File: config.mk
export PLATFORM = sky130hd
export DESIGN_NAME = gptp_master_message_framer
export DESIGN_NICKNAME = d
export VERILOG_FILES = /design/src/rtl/core/gmf_pkg.sv /design/src/rtl/core/gptp_master_message_framer.sv /design/src/rtl/core/gmf_front.sv /design/src/rtl/core/gmf_queue.sv /design/src/rtl/core/gmf_back.sv
export SDC_FILE = /design/constraint.sdc
export NUM_CORES = 2
export LEC_CHECK = 0
export ABC_AREA = 0
export BUFFER_PORTS_ARGS = -buffer_cell sky130_fd_sc_hd__buf_4
export CAP_MARGIN = 15
export CORE_MARGIN = 5
export CORE_UTILIZATION = 35
export DETAILED_ROUTE_END_ITERATION = 10
export PLACE_DENSITY_LB_ADDON = 0.08
export SYNTH_ARGS = -nofsm -noshare
export SYNTH_HDL_FRONTEND = slang
export SYNTH_SLANG_ARGS = --single-unit
File: constraint.sdc
create_clock -name clk -period 17.3 [get_ports clk]
set_input_delay 3.46 -clock clk [delete_from_list [all_inputs] [get_ports clk]]
set_output_delay 3.46 -clock clk [all_outputs]
set_load 0.01 [all_outputs]
File: src/rtl/core/gmf_pkg.sv
// gmf_pkg: types, codes and the message image builder for the gPTP framer.
// Used by every module under rtl/core.
`timescale 1ns / 1ps
package gmf_pkg;

  typedef enum logic [1:0] {OP_SYNC = 2'd0, OP_ANN = 2'd1, OP_RX = 2'd2, OP_RSVD = 2'd3} op_t;

  typedef enum logic [1:0] {K_SYNC, K_ANN, K_DRESP} item_kind_t;

  typedef enum logic [1:0] {M_SYNC, M_FU, M_ANN, M_DR} msg_kind_t;

  typedef enum logic [1:0] {B_IDLE, B_DIV, B_FIX, B_EMIT} back_state_t;

  localparam int QDEPTH = 4;
  localparam int QPTR_W = 2;
  localparam logic [31:0] NS_PER_S = 32'd1_000_000_000;
  // 2^32 = 4 * 1e9 + 144027 * 2^11
  localparam logic [17:0] FOLD_MUL = 18'd144027;

  typedef struct packed {
    item_kind_t   kind;
    logic [15:0]  seq;
    logic [63:0]  time_ns;
    logic [79:0]  port_id;
  } q_entry_t;

  function automatic logic [6:0] msg_len(msg_kind_t m);
    case (m)
      M_SYNC:  msg_len = 7'd44;
      M_FU:    msg_len = 7'd76;
      M_ANN:   msg_len = 7'd76;
      M_DR:    msg_len = 7'd54;
      default: msg_len = 7'd44;
    endcase
  endfunction

  function automatic logic [3:0] msg_code(msg_kind_t m);
    case (m)
      M_SYNC:  msg_code = 4'd0;
      M_FU:    msg_code = 4'd8;
      M_ANN:   msg_code = 4'd11;
      M_DR:    msg_code = 4'd9;
      default: msg_code = 4'd0;
    endcase
  endfunction

  // Whole message image, byte 0 in the top bits, zero past the length.
  function automatic logic [639:0] build_msg(msg_kind_t m, logic [63:0] cid,
                                             logic [15:0] seq, logic [47:0] sec,
                                             logic [31:0] nsec, logic [79:0] pid);
    logic [7:0]   p [80];
    logic [639:0] r;
    logic [15:0]  flags;
    logic [7:0]   ctl;
    logic [7:0]   ivl;
    logic [6:0]   len;
    for (int i = 0; i < 80; i++) p[i] = 8'h00;
    len = msg_len(m);
    case (m)
      M_SYNC:  begin flags = 16'h0608; ctl = 8'd0; ivl = 8'hfd; end
      M_FU:    begin flags = 16'h0408; ctl = 8'd2; ivl = 8'hfd; end
      M_ANN:   begin flags = 16'h0408; ctl = 8'd5; ivl = 8'h00; end
      default: begin flags = 16'h0408; ctl = 8'd3; ivl = 8'h7f; end
    endcase
    p[0] = {4'h1, msg_code(m)};
    p[1] = 8'h02;
    p[3] = {1'b0, len};
    p[6] = flags[15:8];
    p[7] = flags[7:0];
    for (int i = 0; i < 8; i++) p[20 + i] = cid[63 - 8 * i -: 8];
    p[28] = 8'h80;
    p[29] = 8'h01;
    p[30] = seq[15:8];
    p[31] = seq[7:0];
    p[32] = ctl;
    p[33] = ivl;
    if (m != M_SYNC) begin
      for (int i = 0; i < 6; i++) p[34 + i] = sec[47 - 8 * i -: 8];
      for (int i = 0; i < 4; i++) p[40 + i] = nsec[31 - 8 * i -: 8];
    end
    case (m)
      M_FU: begin
        p[45] = 8'd3;
        p[47] = 8'd28;
        p[49] = 8'h80;
        p[50] = 8'hc2;
        p[53] = 8'h01;
      end
      M_ANN: begin
        p[45] = 8'd37;
        p[47] = 8'd128;
        p[48] = 8'd6;
        p[49] = 8'h21;
        p[50] = 8'h43;
        p[51] = 8'h6a;
        p[52] = 8'd128;
        for (int i = 0; i < 8; i++) p[53 + i] = cid[63 - 8 * i -: 8];
        p[63] = 8'h20;
        p[65] = 8'd8;
        p[67] = 8'd8;
        for (int i = 0; i < 8; i++) p[68 + i] = cid[63 - 8 * i -: 8];
      end
      M_DR: begin
        for (int i = 0; i < 10; i++) p[44 + i] = pid[79 - 8 * i -: 8];
      end
      default: ;
    endcase
    r = '0;
    for (int i = 0; i < 80; i++) r = {r[631:0], p[i]};
    return r;
  endfunction

endpackage

File: src/rtl/core/gptp_master_message_framer.sv
// gptp_master_message_framer: top level of the gPTP grandmaster message builder.
// Depends on gmf_pkg, gmf_front, gmf_queue, gmf_back.
//
// Input side is a queue: present op/time_ns/rx_byte/rx_end with push; a beat
// is taken when push is high and full is low. Received datagram bytes are
// taken one per cycle while full is low. Ticks and accepted Delay_Req endings go
// into a four-entry work queue; full is high while that queue is full.
// Output side is a queue: while empty is low the oldest word is on the
// result ports; pop takes it. Words leave at one per cycle when popped.
// Each work item leaves the work queue, then the timestamp is split into
// seconds/nanoseconds (1 to 11 folding steps of the top word, then up to
// four subtracts of 1e9 and a final check), then the words go out in order:
// Sync then FU 6+10 words, Announce 10, Delay_Resp 7.
// With the back end idle, a beat reaches the first word through the work
// queue, the folding and checking states and the output word register.
// A stalled receiver holds the output word; the back end waits and the work
// queue fills, after which full stops input. The user writes clock_identity
// with cfg_we only while the block is idle; the block does not enforce it.
// Reset (rst, synchronous) clears sequences, receive state and both queues.
`timescale 1ns / 1ps
module gptp_master_message_framer
  import gmf_pkg::*;
#(
  parameter int RX_BUFFER_BYTES = 256
) (
  input  logic        clk,
  input  logic        rst,
  input  logic        cfg_we,
  input  logic [63:0] clock_identity,
  input  logic        push,
  output logic        full,
  input  logic [1:0]  op,
  input  logic [63:0] time_ns,
  input  logic [7:0]  rx_byte,
  input  logic        rx_end,
  output logic        empty,
  input  logic        pop,
  output logic [63:0] word_data,
  output logic [3:0]  word_bytes,
  output logic        packet_end,
  output logic [3:0]  msg_type,
  output logic        event_channel,
  output logic        run_last
);

  logic [63:0] clk_id;
  logic        accept;
  logic        q_push;
  logic        q_pop;
  logic        q_empty;
  q_entry_t    q_wdata;
  q_entry_t    q_rdata;

  always_ff @(posedge clk) begin
    if (rst) clk_id <= '0;
    else if (cfg_we) clk_id <= clock_identity;
  end

  assign accept = push && !full;

  gmf_front #(.RX_BUFFER_BYTES(RX_BUFFER_BYTES)) u_front (
    .clk(clk), .rst(rst), .accept(accept), .op(op), .time_ns(time_ns),
    .rx_byte(rx_byte), .rx_end(rx_end), .q_push(q_push), .q_data(q_wdata)
  );

  gmf_queue u_queue (
    .clk(clk), .rst(rst), .push(q_push), .wdata(q_wdata), .full(full),
    .pop(q_pop), .empty(q_empty), .rdata(q_rdata)
  );

  gmf_back u_back (
    .clk(clk), .rst(rst), .clock_identity(clk_id), .q_empty(q_empty),
    .q_data(q_rdata), .q_pop(q_pop), .word_data(word_data),
    .word_bytes(word_bytes), .packet_end(packet_end), .msg_type(msg_type),
    .event_channel(event_channel), .run_last(run_last), .empty(empty), .pop(pop)
  );

endmodule

File: src/rtl/core/gmf_front.sv
// gmf_front: accepts input beats, collects received datagrams, hands work items on.
// Depends on gmf_pkg.
`timescale 1ns / 1ps
module gmf_front
  import gmf_pkg::*;
#(
  parameter int RX_BUFFER_BYTES = 256
) (
  input  logic        clk,
  input  logic        rst,
  input  logic        accept,
  input  logic [1:0]  op,
  input  logic [63:0] time_ns,
  input  logic [7:0]  rx_byte,
  input  logic        rx_end,
  output logic        q_push,
  output q_entry_t    q_data
);

  localparam int CW = $clog2(RX_BUFFER_BYTES + 1);
  localparam logic [CW-1:0] RX_MAX = CW'(RX_BUFFER_BYTES);

  logic [15:0]   sync_seq;
  logic [15:0]   announce_seq;
  logic [CW-1:0] rx_count;
  logic [CW-1:0] rx_count_next;
  logic [7:0]    rx_first_byte;
  logic [79:0]   rx_port_identity;
  logic [15:0]   rx_sequence;
  logic          dresp_ok;

  assign rx_count_next = (rx_count < RX_MAX) ? rx_count + 1'b1 : rx_count;
  assign dresp_ok = rx_end && (rx_count_next >= CW'(44)) && (rx_first_byte[3:0] == 4'h1);

  always_comb begin
    q_push = 1'b0;
    q_data.kind = K_SYNC;
    q_data.seq = sync_seq;
    q_data.time_ns = time_ns;
    q_data.port_id = rx_port_identity;
    case (op)
      OP_SYNC: q_push = accept;
      OP_ANN: begin
        q_push = accept;
        q_data.kind = K_ANN;
        q_data.seq = announce_seq;
      end
      OP_RX: begin
        q_push = accept && dresp_ok;
        q_data.kind = K_DRESP;
        q_data.seq = rx_sequence;
      end
      default: ;
    endcase
  end

  always_ff @(posedge clk) begin
    if (rst) begin
      sync_seq <= '0;
      announce_seq <= '0;
      rx_count <= '0;
      rx_first_byte <= '0;
      rx_sequence <= '0;
    end else if (accept) begin
      if (op == OP_SYNC) sync_seq <= sync_seq + 16'd1;
      if (op == OP_ANN) announce_seq <= announce_seq + 16'd1;
      if (op == OP_RX) begin
        if (rx_count < RX_MAX) begin
          if (rx_count == '0) rx_first_byte <= rx_byte;
          if (rx_count == CW'(30)) rx_sequence[15:8] <= rx_byte;
          if (rx_count == CW'(31)) rx_sequence[7:0] <= rx_byte;
        end
        rx_count <= rx_end ? '0 : rx_count_next;
      end
    end
  end

  // port identity bytes 20..29, no reset needed
  always_ff @(posedge clk) begin
    if (accept && op == OP_RX && rx_count >= CW'(20) && rx_count < CW'(30)) begin
      for (int i = 0; i < 10; i++)
        if (rx_count == CW'(20 + i)) rx_port_identity[79 - 8 * i -: 8] <= rx_byte;
    end
  end

endmodule

File: src/rtl/core/gmf_queue.sv
// gmf_queue: short work queue between front and back.
// Depends on gmf_pkg.
`timescale 1ns / 1ps
module gmf_queue
  import gmf_pkg::*;
(
  input  logic     clk,
  input  logic     rst,
  input  logic     push,
  input  q_entry_t wdata,
  output logic     full,
  input  logic     pop,
  output logic     empty,
  output q_entry_t rdata
);

  q_entry_t          mem [QDEPTH];
  logic [QPTR_W-1:0] wptr;
  logic [QPTR_W-1:0] rptr;
  logic [QPTR_W:0]   count;

  assign full  = (count == (QPTR_W + 1)'(QDEPTH));
  assign empty = (count == '0);
  assign rdata = mem[rptr];

  always_ff @(posedge clk) begin
    if (rst) begin
      wptr <= '0;
      rptr <= '0;
      count <= '0;
    end else begin
      if (push) wptr <= wptr + 1'b1;
      if (pop) rptr <= rptr + 1'b1;
      if (push && !pop) count <= count + 1'b1;
      else if (pop && !push) count <= count - 1'b1;
    end
  end

  always_ff @(posedge clk) begin
    if (push) mem[wptr] <= wdata;
  end

`ifndef NO_ASSERTIONS
  a_no_overflow: assert property (@(posedge clk) disable iff (rst) full |-> !push)
    else $error("queue overflow");
  a_no_underflow: assert property (@(posedge clk) disable iff (rst) empty |-> !pop)
    else $error("queue underflow");
  a_count_range: assert property (@(posedge clk) disable iff (rst)
      count <= (QPTR_W + 1)'(QDEPTH))
    else $error("queue count out of range");
`endif

endmodule

File: src/rtl/core/gmf_back.sv
// gmf_back: splits the timestamp into seconds/nanoseconds and emits message words.
// Depends on gmf_pkg.
`timescale 1ns / 1ps
module gmf_back
  import gmf_pkg::*;
(
  input  logic        clk,
  input  logic        rst,
  input  logic [63:0] clock_identity,
  input  logic        q_empty,
  input  q_entry_t    q_data,
  output logic        q_pop,
  output logic [63:0] word_data,
  output logic [3:0]  word_bytes,
  output logic        packet_end,
  output logic [3:0]  msg_type,
  output logic        event_channel,
  output logic        run_last,
  output logic        empty,
  input  logic        pop
);

  back_state_t state;
  back_state_t state_next;
  q_entry_t    cur;
  msg_kind_t   msg;
  logic [3:0]  wi;
  logic [31:0] hi;
  logic [31:0] lo;
  logic [34:0] quo;
  logic [49:0] prod;
  logic [63:0] fold;
  logic        ovalid;
  logic        slot_free;
  logic        load;
  logic [639:0] img;
  logic [3:0]  widx;
  logic [6:0]  left;
  logic        last_word;

  assign slot_free = !ovalid || pop;
  assign prod = hi * FOLD_MUL;
  assign fold = {3'b000, prod, 11'd0} + {32'd0, lo};
  assign img = build_msg(msg, clock_identity, cur.seq, {13'd0, quo}, lo, cur.port_id);
  assign widx = 4'd9 - wi;
  assign left = msg_len(msg) - {wi, 3'b000};
  assign last_word = (left <= 7'd8);

  always_comb begin
    state_next = state;
    case (state)
      B_IDLE: if (!q_empty) state_next = B_DIV;
      B_DIV:  if (fold[63:32] == 32'd0) state_next = B_FIX;
      B_FIX:  if (lo < NS_PER_S) state_next = B_EMIT;
      B_EMIT: if (slot_free && last_word && msg != M_SYNC) state_next = B_IDLE;
      default: state_next = B_IDLE;
    endcase
  end

  always_comb begin
    q_pop = (state == B_IDLE) && !q_empty;
    load  = (state == B_EMIT) && slot_free;
  end

  always_ff @(posedge clk) begin
    if (rst) begin
      state <= B_IDLE;
      ovalid <= 1'b0;
    end else begin
      state <= state_next;
      if (load) ovalid <= 1'b1;
      else if (pop) ovalid <= 1'b0;
    end
  end

  // time = quo * 1e9 + {hi, lo}: fold the top word down (at most 11 steps),
  // then take off 1e9 until the low word is below it (at most 4 steps)
  always_ff @(posedge clk) begin
    if (q_pop) begin
      cur <= q_data;
      hi <= q_data.time_ns[63:32];
      lo <= q_data.time_ns[31:0];
      quo <= '0;
      wi <= '0;
      case (q_data.kind)
        K_ANN:   msg <= M_ANN;
        K_DRESP: msg <= M_DR;
        default: msg <= M_SYNC;
      endcase
    end else if (state == B_DIV) begin
      hi <= fold[63:32];
      lo <= fold[31:0];
      quo <= quo + {1'b0, hi, 2'b00};
    end else if (state == B_FIX) begin
      if (lo >= NS_PER_S) begin
        lo <= lo - NS_PER_S;
        quo <= quo + 35'd1;
      end
    end else if (load) begin
      if (last_word) begin
        wi <= '0;
        msg <= M_FU;
      end else begin
        wi <= wi + 4'd1;
      end
    end
  end

  always_ff @(posedge clk) begin
    if (load) begin
      word_data <= img[{widx, 6'b000000} +: 64];
      word_bytes <= last_word ? left[3:0] : 4'd8;
      packet_end <= last_word;
      msg_type <= msg_code(msg);
      event_channel <= (msg == M_SYNC);
      run_last <= last_word && (msg != M_SYNC);
    end
  end

  assign empty = !ovalid;

`ifndef NO_ASSERTIONS
  a_div_exit: assert property (@(posedge clk) disable iff (rst)
      state == B_DIV |=> state == B_DIV || state == B_FIX)
    else $error("divider left early");
  a_bytes: assert property (@(posedge clk) disable iff (rst)
      ovalid |-> word_bytes != 4'd0 && word_bytes <= 4'd8)
    else $error("bad byte count");
  a_last: assert property (@(posedge clk) disable iff (rst)
      ovalid && run_last |-> packet_end)
    else $error("run end inside packet");
`endif

endmodule

# Word level (Yosys, flattened, before mapping)
# Memories as Yosys holds them, arrays and structs flattened. A register that Yosys moved wholly into a read port is not among the register bits.
# Cells that the tools add are included.
# word_totals
register_bits,491
output_inout_bits,77
input_bits,144
mem_bits_rw,648
n_memories,1
word_cells,202
# mem_list
memory,words,word_bits,rd,rd_clocked_by_memory_dff,wr,line_no,text
u_queue.mem,4,162,1,1,1,gmf_queue.sv:17,q_entry_t mem [QDEPTH];
# classes
n_lt_le_gt_ge,7
reduce_logical,60
mul,1
bitwise,2
n_addsub,14
muxes,51
shifts,1
eq_ne,30
# ops
op,n
640-bit by 11-bit indexed part select with 64-bit output,1
32-bit 2-to-1 mux,6
9-bit by 5-bit == test with 1-bit output (second input constant),12
35-bit 2-to-1 mux,3
8-bit one-hot mux with 3 select lines,3
68-bit 2-to-1 mux,1
67-bit 2-to-1 mux,1
61-bit by 32-bit adder with 62-bit output,1
56-bit 2-to-1 mux,1
32-bit by 18-bit multiplier with 50-bit output (second input constant),1
16-bit one-hot mux with 3 select lines,1
18-bit one-hot mux with 2 select lines,1
35-bit by 1-bit adder with 35-bit output (second input constant),1
35-bit by 34-bit adder with 35-bit output,1
16-bit by 1-bit adder with 16-bit output (second input constant),2
32-bit by 30-bit >= comparator with 1-bit output (second input constant),1
32-bit logical NOT,1
32-bit by 30-bit less-than comparator with 1-bit output (second input constant),1
16-bit one-hot mux with 2 select lines,1
8-bit one-hot mux with 2 select lines,2
32-bit by 30-bit subtractor with 32-bit output (second input constant),1
2-bit AND reduction,15
2-bit 2-to-1 mux,11
7-bit one-hot mux with 3 select lines,1
42 further kinds,96

# Longest topological paths before layout
# depth
word_depth,11
mapped_depth,34
depth_no_buf,32

# By module
# From an unflattened synthesis, not the netlist that was laid out.
# unflattened
hier_cells,4731
hier_area_um2,60539.3
# by_module_without_submodules
module,n_inst,area_per_inst_um2,cells_per_inst
gmf_back,1,28257.1,3085
gmf_queue,1,23769.0,890
gmf_front,1,6216.0,549
gptp_master_message_framer,1,2297.2,207

# Least setup slack after synthesis
# No wires, ideal clock.
# synth_timing
path_kind,input to register
start,input port op[0]
end,memory u_queue.mem[0][0] in the netlist's numbering (enable)
setup_ps,542
arrival_time_ps,8466
slack_ps,8292
n_path_buf,2
cell_stages,10
required_ps,16758
path_cell_list,inv_1 ha_1 clkbuf_1 and2_1 clkbuf_1 nand3_1 a21oi_1 o31ai_1 inv_1 and2_1
# synth_via
elab_chain_cells,5
# synth_lines
element,line_no,text
start: declaration,gptp_master_message_framer.sv:32,"input logic [1:0] op,"
2-bit by 1-bit == test with 1-bit output / 2-bit logical NOT (equally long branches),gmf_front.sv:41,case (op)
2-bit OR reduction (no source line),n/a,
1-bit one-hot mux with 2 select lines *,gmf_front.sv:41,
named net q_push,gptp_master_message_framer.sv:48,logic q_push;
1-bit 2-to-1 mux *,gmf_queue.sv:40,if (push) mem[wptr] <= wdata;
1-bit 2-to-1 mux (implied by the code) *,gmf_queue.sv:40,
end: declaration,gmf_queue.sv:17,
# Mark *: on every way through the listed nets, which the timed path passes. The rest lies on a longest branch.

# Final worst setup path
# layout_timing
start,register u_back.hi[12]
end,register u_back.state[1]
# layout_via
elab_chain_cells,5
# layout_lines
element,line_no,text
start: declaration,gmf_back.sv:28,logic [31:0] hi;
start signal: assignment,gmf_back.sv:81,hi <= q_data.time_ns[63:32];
start signal: assignment,gmf_back.sv:91,hi <= fold[63:32];
32-bit by 18-bit multiplier with 50-bit output,gmf_back.sv:42,assign prod = hi * FOLD_MUL;
61-bit by 32-bit adder with 62-bit output,gmf_back.sv:43,"assign fold = {3'b000, prod, 11'd0} + {32'd0, lo};"
32-bit logical NOT,gmf_back.sv:53,B_DIV: if (fold[63:32] == 32'd0) state_next = B_FIX;
2-bit by 1-bit != test with 1-bit output (no source line),n/a,
4-bit AND reduction (no source line),n/a,
end signal: assignment,gmf_back.sv:70,state <= state_next;
end: declaration,gmf_back.sv:23,back_state_t state;
# No other way between the ends.
# A chain may end at the register's enable or synchronous reset.

==> reports/results.ini <==
[placement]
numPortBuffers=218
gp_congestion=0.885
hpwl_mm=139

[final_layout]
area_delta_synth_final_pct=14.3
fillers=16100
drive_above_1_share_pct=14.2
fin_nets=5547

[die]
io_pins=221
die-area_um2=179000
std_cell_rows=151
die_w_um=423
die_h_um=423
core-area_um2=170000
start_util_pct=35.2

[clock_tree]
cts_buffers=131
tritoncts=done
post_cts_resize_count=0
post_cts.repair.setup_buffers=0
clk_pin_slew_ns=0.06
ctsRootBufferMaster=clkbuf_16
clock_path_buffers=3
insertion_delay_ns=0.76
clkSinkCount=1139
htree_num_levels=4
hold_buffers=0

[detailed_routing]
wl_per_cell_um=26.7
vias=38400
via_per_inst=5.32
drt_first_iter_violations=2905
final_antenna_net_count=0
drtPass1Iterations=6
routed_wl_mm=193
drcViolationCount=0

[logic_synthesis]
synth_cell_types=96
synth_seq_area_share_pct=54.3
ys.flop_type=edfxtp_1
yosysTopAreaCellShare_pct=48.4
synth_top_family_by_area=adder cells
synth_simple_gate_area_share_pct=8.04
synth_compound_area_share_pct=9.68
yosys.area_share.xor_xnor_pct=2.46
synth_common_cells=edfxtp_1 (963), inv_1 (427), nor2_1 (396)
ys_warn_count=0
syn_inst=4674
synthesis.area_um2=59800
ys_ff_latch=1139
synth.avg_cell_area_um2=12.8
synthMostInstantiatedCell=edfxtp_1
synth_fa_ha_area_share_pct=13.2
yosys.area.top_type=edfxtp_1
synth_edf_count=963
synth_area_leaders=edfxtp_1 (48%), fa_1 (6.6%), ha_1 (6.6%)
synth_mux_area_share_pct=8.26
synth-async-reset-ratio_pct=0

[timing]
final_hold_viol_count=0
rsz0062_at_grt=no
clock.fmax_mhz=110
finalSetupViolCount=0
skew_ns=0.0212
hold_slack_ns=0.493
min_period_over_period_pct=52.4
worst_slew_pin_slew_ns=1.14
setup_tns_ns=0
min_period_ns=9.07
slew-limit-headroom_pct=23.7
finalMaxSlewViolations=0

[setup_path]
ff2ff_path_depth=29
endpoint=u_back.state[1]
critPathSlowestCell=nor4_1
crit_type=register to register
r2r_start=u_back.hi[12]
worst_ep_required_time_ns=17.95
critical_path_arrival_ns=9.72
crit_start=u_back.hi[12]
r2r_end=u_back.state[1]
critPathMaxStageDelay_ns=0.55
rrSetupSlack_ns=8.23
critical_path.startpoint_type=register
critPathMaxFanout=6
crit_path_end_kind=register

[global_route]
grt_pass1_vias=39600
overflow=0
grt_use_total_pct=21.2
grt_max_degree=79
grt_pass1_wl_mm=280
antenna_found_initial=5

[run_status]
status=finished, final reports clean

[min_path]
worstHoldPathType=register to register

[flow_run]
cap_violations=0

-- flip-flops by register name (all words and copies together) (netlist names), 2 cells and up, named ones only --
name and count:
u_front.rx_sequence 16, u_queue.wptr 2, u_back.wi 4, u_queue.rptr 2, u_back.hi 32, u_front.rx_port_identity 80, u_back.state 2, u_queue.mem 648
u_back.msg 2, u_back.quo 35, u_back.msg_type 3, u_back.lo 32, u_front.rx_count 9, u_front.sync_seq 16, u_front.announce_seq 16, u_back.word_data 64
u_queue.count 3, clk_id 64, u_back.word_bytes 3, u_front.rx_first_byte 4, u_back.cur 96
-- critical path, delay by kind of cell (launching register included) --
kind                       cells  cell delay, ns
AOI/OAI and AO/OA              7            2.28
and+or+nand+nor               10            2.10
buffers and inverters          2            0.09
xor gates and xnor gates       1            0.22
DFF                            1            0.54
adders and majority gates      8            3.46
muxes                          1            0.25
-- how the worst min path moves through the flow --
stage | startpoint | to | depth (start not counted)
floorplan | u_front.rx_first_byte[0] | u_front.rx_first_byte[0] | 2
global placement | u_front.rx_first_byte[0] | u_front.rx_first_byte[0] | 2
detailed placement | u_front.rx_port_identity[21] | u_queue.mem[0][21] | 0
CTS | u_front.rx_port_identity[21] | u_queue.mem[2][21] | 0
global route | u_front.rx_port_identity[21] | u_queue.mem[0][21] | 0
finish | u_front.rx_port_identity[24] | u_queue.mem[0][24] | 0
-- final cells by class --
type	count	area, um2	share of cell area, %
sequential	1139	32500	47.5
multi-input combinational	2897	25000	36.6
clock buffer	178	3580	5.24
tap	2218	2780	4.06
timing repair buffer	290	2180	3.19
inverter	431	1630	2.38
clock inverter	62	684	1.00
antenna	1	2.50	0.00366
-- kinds of logic (layout without fill, tap and decap cells) --
family / count (synthesis) / after routing
AOI/OAI and AO/OA: 898 / 898
xor gates and xnor gates: 167 / 167
adders and majority gates: 513 / 513
buffers and inverters: 639 / 961
DFF: 1139 / 1139
muxes: 289 / 289
other: 1 / 3
and+or+nand+nor: 1028 / 1028
-- layer usage --
metal	vias to the layer above	part of all wire, %	GRT usage, %
met2	897	49	36.1
met3	211	3.8	2.74
met4	0	2.7	5.92
met5	-	0	0
met1	19600	44	28.5
li1	17700	-	-
-- per-stage QoR --
step           utilization, %  cells  instance area, um2  setup slack (ns)
3_5_place_dp             37.7   6975               64000              8.31
3_3_place_gp             37.7   6975               64000              8.54
5_1_grt                  40.3   7216               68300              7.63
2_1_floorplan               -   4675               59800              8.29
6_report                 40.3   7216               68300              8.23
4_1_cts                  40.3   7215               68300              8.28
-- placed cells by master, fill, tap and decap left out, drive strengths merged, types with 178 or more instances in the layout --
master	netlist	routed
a21oi	319	319
buf	52	290
clkbuf	156	178
edfxtp	963	963
fa	198	198
ha	315	315
inv	427	436
nand2	241	241
nor2	396	396
o21ai	179	179
Power is not shown: default switching activity piles up to over one toggle a cycle in this logic, so the estimate is an artifact.
